### src/srs_pkg.sv
// Shared types and constants for the scaled rank sorter.
// No dependencies; compile before every other file of the block.
`timescale 1ns / 1ps

package srs_pkg;

    // Default capacity of the value chain.
    localparam int DEF_MAX_ITEMS = 64;

    // Fixed field widths of the ports.
    localparam int VALUE_W = 32;
    localparam int ITEM_W  = 6;
    localparam int SCORE_W = 7;

    // Scaling: score = floor((198*r + d) / (2*d)), d = n - 1.
    localparam int SCALE_NUM = 198;
    localparam int SCORE_MAX = 99;

    // Serial divider: one quotient bit per cycle, quotient always below 2**SCORE_W.
    localparam int DIV_CNT_W = 3;

    typedef enum logic [1:0] {
        ST_LOAD,
        ST_RANK,
        ST_DIV,
        ST_OUT
    } srs_state_t;

    // Control broadcast to every cell of the chain.
    typedef struct packed {
        logic start;   // load own value into the token register, clear rank
        logic step;    // compare the visiting token, pass it to the neighbor
        logic shift;   // move ranks one cell toward the head
    } cell_ctrl_t;

endpackage

### src/srs_cell.sv
// One cell of the ranking ring: holds a stored value, a circulating token and a rank.
// Depends on srs_pkg.
`timescale 1ns / 1ps

module srs_cell #(
    parameter int MAX_ITEMS = srs_pkg::DEF_MAX_ITEMS,
    parameter int CELL_IDX  = 0,
    localparam int IDX_W    = $clog2(MAX_ITEMS)
) (
    input  logic                               aclk,
    input  logic                               aresetn,
    input  srs_pkg::cell_ctrl_t                ctrl,
    input  logic                               wr_en,
    input  logic signed [srs_pkg::VALUE_W-1:0] wr_value,
    input  logic                               live,
    input  logic signed [srs_pkg::VALUE_W-1:0] prev_tok_key,
    input  logic [IDX_W-1:0]                   prev_tok_idx,
    input  logic                               prev_tok_vld,
    input  logic [IDX_W-1:0]                   next_rank,
    output logic signed [srs_pkg::VALUE_W-1:0] tok_key,
    output logic [IDX_W-1:0]                   tok_idx,
    output logic                               tok_vld,
    output logic [IDX_W-1:0]                   rank
);
    import srs_pkg::*;

    localparam logic [IDX_W-1:0] MY_IDX = IDX_W'(CELL_IDX);

    logic signed [VALUE_W-1:0] key_reg;
    logic signed [VALUE_W-1:0] tok_key_reg;
    logic [IDX_W-1:0]          tok_idx_reg;
    logic                      tok_vld_reg;
    logic [IDX_W-1:0]          rank_reg;
    logic                      beats;

    // The visiting value ranks below ours; ties go to the earlier load.
    assign beats = tok_vld_reg &&
                   ((tok_key_reg < key_reg) ||
                    ((tok_key_reg == key_reg) && (tok_idx_reg < MY_IDX)));

    always_ff @(posedge aclk) begin
        if (wr_en) begin
            key_reg <= wr_value;
        end
        if (ctrl.start) begin
            tok_key_reg <= key_reg;
            tok_idx_reg <= MY_IDX;
        end else if (ctrl.step) begin
            tok_key_reg <= prev_tok_key;
            tok_idx_reg <= prev_tok_idx;
        end
    end

    always_ff @(posedge aclk) begin
        if (!aresetn) begin
            tok_vld_reg <= 1'b0;
            rank_reg    <= '0;
        end else if (ctrl.start) begin
            tok_vld_reg <= live;
            rank_reg    <= '0;
        end else if (ctrl.step) begin
            tok_vld_reg <= prev_tok_vld;
            if (beats) begin
                rank_reg <= rank_reg + IDX_W'(1);
            end
        end else if (ctrl.shift) begin
            rank_reg <= next_rank;
        end
    end

    assign tok_key = tok_key_reg;
    assign tok_idx = tok_idx_reg;
    assign tok_vld = tok_vld_reg;
    assign rank    = rank_reg;

endmodule

### config.mk
export PLATFORM = sky130hd
export DESIGN_NAME = srs_cell
export DESIGN_NICKNAME = d
export VERILOG_FILES = /design/src/srs_pkg.sv /design/src/srs_cell.sv
export SDC_FILE = /design/constraint.sdc
export NUM_CORES = 1
export LEC_CHECK = 0
export ABC_AREA = 1
export BUFFER_PORTS_ARGS = -buffer_cell sky130_fd_sc_hd__buf_2
export CORE_MARGIN = 8
export CORE_UTILIZATION = 40
export CTS_BUF_LIST = sky130_fd_sc_hd__clkbuf_4 sky130_fd_sc_hd__clkbuf_8
export DETAILED_ROUTE_END_ITERATION = 16
export PLACE_DENSITY = 0.66
export SLEW_MARGIN = 10
export SYNTH_ARGS = -nofsm -noshare
export SYNTH_HDL_FRONTEND = slang
export SYNTH_SLANG_ARGS = --single-unit
### constraint.sdc
create_clock -name aclk -period 3.3 [get_ports aclk]
set_input_delay 0.165 -clock aclk [delete_from_list [all_inputs] [get_ports aclk]]
set_output_delay 0.165 -clock aclk [all_outputs]
set_load 0.005 [all_outputs]
* Word-level counts from Yosys, hierarchy flattened
Index checks and enable logic that the tools add are counted.
** Storage, ports and cells
- Memories kept :: 0
- Bits in registers :: 77
- Latch bits :: 0
- Output and inout port bits :: 45
- Memory bits (read-only) :: 0
- Bits in writable memories :: 0
** Operators by class
- Multiplexer cells :: 7
- Shift-type cells :: 0
- Bitwise gates (word level) :: 1
- Divide/modulo/power cells :: 0
- Multiply operators :: 0
- Magnitude comparators :: 2
- Add/sub/neg operators :: 1
- Reductions and logical operators :: 7
- Eq/ne operators :: 2
** Operators by type and width (count)
- 32-bit 2-to-1 mux :: 2
- 32-bit equality test :: 1
- 32-bit < comparator :: 1
- 6-bit 2-to-1 mux :: 3
- 6-bit by 1-bit adder with 6-bit output, second input constant :: 1
- 6-bit by 1-bit < comparator with 1-bit output, second input constant :: 1
- 2-bit nonzero test :: 2
- 1-bit logical AND :: 2
- 1-bit 2-to-1 mux :: 2
- 2-bit by 1-bit != test with 1-bit output, second input constant :: 1
- 2-bit AND reduction :: 1
- 2-bit OR reduction :: 1
- 1-bit logical OR :: 1
- 1-bit inverter :: 1

* Logic depth before layout (Yosys ltp)
- Depth after elaboration :: 6
- Depth in mapped cells :: 19
- Gate-level depth less buffers :: 18

* Least setup slack after synthesis
OpenSTA, ideal clock, no wires.
- Kind :: register to register
- From :: register tok_key_reg[5], in the netlist tok_key[5]
- To :: register rank_reg[2], in the netlist rank[2]
- Slack :: 1.494 ns
- Library setup time :: 0.114 ns
- Stages on the path, launching flop included :: 17
- Arrival time :: 1.692 ns
- Period minus slack after synthesis :: 1.806 ns
- Required time :: 3.186 ns
- Cells stage by stage :: edfxtp_1 -> ha_1 -> a21oi_2 -> nor2_1 -> nor3_2 -> nand2_1 -> nand2_1 -> nand2_1 -> nand2_1 -> nand2_1 -> nand2_1 -> nand3_2 -> nand2_2 -> buf_6 -> nand2_2 -> nand2_1 -> nor2_2
** Between the ends
- Cells in the longest elaborated chain, start to end :: 6
- Elaborated cells between the ends (all ways) :: 7
** Ends and longest elaborated chain
- start: declaration :: line srs_cell.sv:30 : logic signed [VALUE_W-1:0] tok_key_reg;
- start signal: assignment :: line srs_cell.sv:46 : tok_key_reg <= key_reg;
- start signal: assignment :: line srs_cell.sv:49 : tok_key_reg <= prev_tok_key;
- parallel branches: the longest is 2 deep, another holds 32-bit < comparator
- 1-bit logical OR * :: line srs_cell.sv:38 : ((tok_key_reg < key_reg) ||
- 1-bit logical AND * :: line srs_cell.sv:37 : assign beats = tok_vld_reg &&
- 2-bit by 1-bit != test with 1-bit output (no line) *
- 2-bit AND reduction (no line) *
- end signal: assignment :: line srs_cell.sv:64 : rank_reg <= rank_reg + IDX_W'(1);
- end signal: assignment :: line srs_cell.sv:67 : rank_reg <= next_rank;
- end: declaration :: line srs_cell.sv:33 : logic [IDX_W-1:0] rank_reg;
Every way passes the cells marked *.
A chain may end at the register's enable or synchronous reset.

* Worst setup path after layout
- From :: register tok_key_reg[5], in the netlist tok_key[5]
- To :: register rank_reg[5], in the netlist rank[5]
Same word-level chain as after synthesis.

==> impl_metrics.toml <==
[synthesis]
syn-mean-instance-area_um2 = 10.3
synth_nets = 481
synth-seq-cells = 77
ys_seq_area_frac = 0.581
synth.area.mux_share = 0.00799
synth_simple_gate_area_frac = 0.149
yosys.cell_types.count = 29
synth_fa_ha_area_frac = 0.107
synth-xor-area-share = 0.00933
dominant_combinational_cell_family_by_area_after_synthesis = "simple AND/OR/NAND/NOR gates"
netlist_instances = 365
synthesis.area_um2 = 3760
synth.yosys.warnings = 0
synth_compound_area_frac = 0.0843

[setup_path]
critical-path-max-stage-delay_ns = 0.41
timing.critical_path.from_type = "flip-flop"
critical-path-slowest-cell = "edfxtp_1"
worst-r2r-setup-slack_ns = 1.29
cp_common_cell = "nand2_1"
end_kind = "flip-flop"
data_arrival_time_of_the_critical_path_ns = 2.26
worstSetupPathDepth = 15
r2r_end = "rank[5]"
crit_chain = "ha_1 > a21oi_2 > nor2_1 > nor3_2 > nand2_1 > nand2_1 > nand2_1 > nand2_1 > nand2_1 > nand2_1 > nand3_2 > nand2_2 > nand2_1 > nand2_1 > nor2_1"
reg2reg_depth = 15
timing.rr.start = "tok_key[5]"
worst-path-max-fanout = 12
critPathKind = "reg2reg"
required_ns = 3.55
cp_num_buf_inv = 0
cp_top_family = "simple AND/OR/NAND/NOR gates"

[timing]
count_of_final_hold_check_violations = 0
worst_pin_slew_ns = 0.851
timing.clock.skew_ns = 0.00710
worst_slew_margin_rel = 0.431
timing.hold.ws_ns = 0.0391
max_clock_freq_mhz = 497
fin_crit_sh = 0.609
layout_min_cycle_time_ns = 2.01
grt_setup_unrepaired = "false"
finalMaxSlewViolations = 0
worst_slack_ns = 1.29
timing.final.setup_violations = 0
total_negative_slack_for_setup_checks_ns = 0

[detailed_routing]
drtIter0Drc = 131
first_pass_iters = 4
drt_drc_violations_left = 0
route.detailed.vias_per_inst = 4.64
ant_nets = 0
detail_route.wl_per_cell_um = 14.4
drt-total-wl_um = 9270
via_count = 2981

[floorplan]
site_rows = 35
core-area_um2 = 9200
io-pin-count = 129
die_area_um2 = 12700
die_x_um = 113
die_height_um = 113
start_util = 0.408

[cells_and_area]
n_fill_cell = 838
final_cell_area_um2 = 5030
finalNetCount = 643
area_growth_syn_to_layout_pct = 34.0
drive_above_1_share = 0.314
antenna_cells_inserted = 0

[run_status]
status = "completed"

[pwr]
p_leak_uw = 0.00243
fin_total_pwr_uw = 2330
highest_ir_drop_seen_on_vdd_v = 0.000243
powerDensity_nw_per_um2 = 463

[place]
detailedPlace.worstSlack_ns = 1.26
dp.final_hpwl_um = 6640
gpl.final_weighted_congestion = 0.755
place_area_um2 = 4500
port_buffers = 128

[global_routing]
global_route_wire_length_before_repair_um = 15300
grt_most_used_layer = "met2"
grt_util_met1 = 0.180
grt_max_degree = 71
number_of_global_route_vias_before_repair = 3181
track_usage = 0.150
initial_antenna_violation_count = 0
globalRoute.totalOverflow = 0
global_route.usage.met2 = 0.244
met3_usage = 0.0591

[clocking]
clock_latency_ns = 0.34
clkTransAtPathRegs_ns = 0.08
numClockSinks = 77
buffer_cell_driving_the_clock_tree_root = "clkbuf_8"
clock_path_buffers = 2
tritoncts = "yes"
h_tree_depth = 3
cts_inserted_buffers = 9

[run]
drv.max_cap_violation_count = 0

[hold_path]
holdCritPathClass = "in2reg"
hold_path_startpoint = "prev_tok_idx[4]"
hold-path-cell-count = 3
hold_end = "tok_idx[4]"
## cells by family (layout without fill, tap and decap cells)
family / after synthesis / after routing
mux: 3 / 3
flops: 77 / 77
simple gates: 131 / 131
xor+xnor: 4 / 4
compound gates: 59 / 59
buf+inv: 59 / 226
fa+ha+maj: 32 / 32
## stage by stage
stage                util  cells
floorplan               -    365
global placement    0.489    595
detailed placement  0.489    595
CTS                 0.547    643
global route        0.547    643
finish              0.547    643
## area by class of cell
type                            instances  area [µm²]  area share
Inverter                               49         184      0.0365
Sequential cell                        77        2180       0.434
Tap cell                              111         139      0.0276
Multi-Input combinational cell        229        1350       0.267
Clock buffer                            9         124      0.0246
Timing Repair Buffer                  161         968       0.192
Clock inverter                          7        90.1      0.0179
## cell usage after synthesis, drive strengths merged
cell | number | area [µm²]
nand2 | 85 | 332
edfxtp | 64 | 1920
inv | 48 | 180
o21ai | 44 | 220
nor2 | 34 | 148
ha | 32 | 400
a21oi | 13 | 80.1
dfxtp | 13 | 260
clkbuf | 7 | 26.3
nand3 | 6 | 35.0
buf | 3 | 21.3
mux2i | 3 | 30.0
nor3 | 3 | 25.0
xor2 | 3 | 26.3
clkinv | 1 | 3.75
nand3b | 1 | 7.51
nand4 | 1 | 6.26
nor3b | 1 | 7.51
o21bai | 1 | 7.51
o221ai | 1 | 8.76
xnor2 | 1 | 8.76
## worst max path at each step
stage	slack [ns]	start	to
4_1_cts	1.25	tok_key[19]	rank[5]
3_5_place_dp	1.26	tok_key[19]	rank[5]
3_3_place_gp	1.29	tok_key[21]	rank[5]
6_report	1.29	tok_key[5]	rank[5]
5_1_grt	1.08	tok_key[5]	rank[5]
2_1_floorplan	1.49	tok_key[5]	rank[2]
## what timing repair did
action,4_1_cts,5_1_grt
setup buffers,0,0
resized for setup,0,0
hold buffers,32,0
endpoints found under the setup margin,0,0
endpoints found under the hold margin,32,0
## worst reg2reg max path: stages, from the launching register on
cell      delay [ns]
edfxtp_1        0.41
ha_1            0.34
a21oi_2         0.13
nor2_1          0.05
nor3_2          0.10
nand2_1         0.08
nand2_1         0.05
nand2_1         0.08
nand2_1         0.08
nand2_1         0.05
nand2_1         0.07
nand3_2         0.06
nand2_2         0.22
nand2_1         0.09
nand2_1         0.07
nor2_1          0.04
## cell usage in the layout, fill, tap and decap left out, types with 2 or more instances in the layout
cell type and instances:
a21oi_1 9, a21oi_2 4, buf_2 128, bufinv_16 2, clkbuf_8 9, clkinv_2 2
dfxtp_1 13, dlygate4sd3_1 32, edfxtp_1 64, ha_1 32, inv_1 47, inv_2 2
mux2i_1 3, nand2_1 79, nand2_2 6, nand3_1 5, nor2_1 26, nor2_2 8
nor3_2 2, o21ai_0 41, o21ai_1 3, xor2_1 3
## power by group
group / leakage, µW / internal (µW) / switching, µW
combinational: 0.00157 / 177 / 202
clock: 0.000107 / 422 / 351
sequential: 0.000753 / 1140 / 36.4
total: 0.00243 / 1740 / 590
## layer usage
metal	vias to the layer above	share of wire
li1	1541	-
met1	1339	0.44
met2	93	0.47
met3	8	0.073
met4	0	0.0090
met5	-	0
Power figures use the tool's default switching activity.
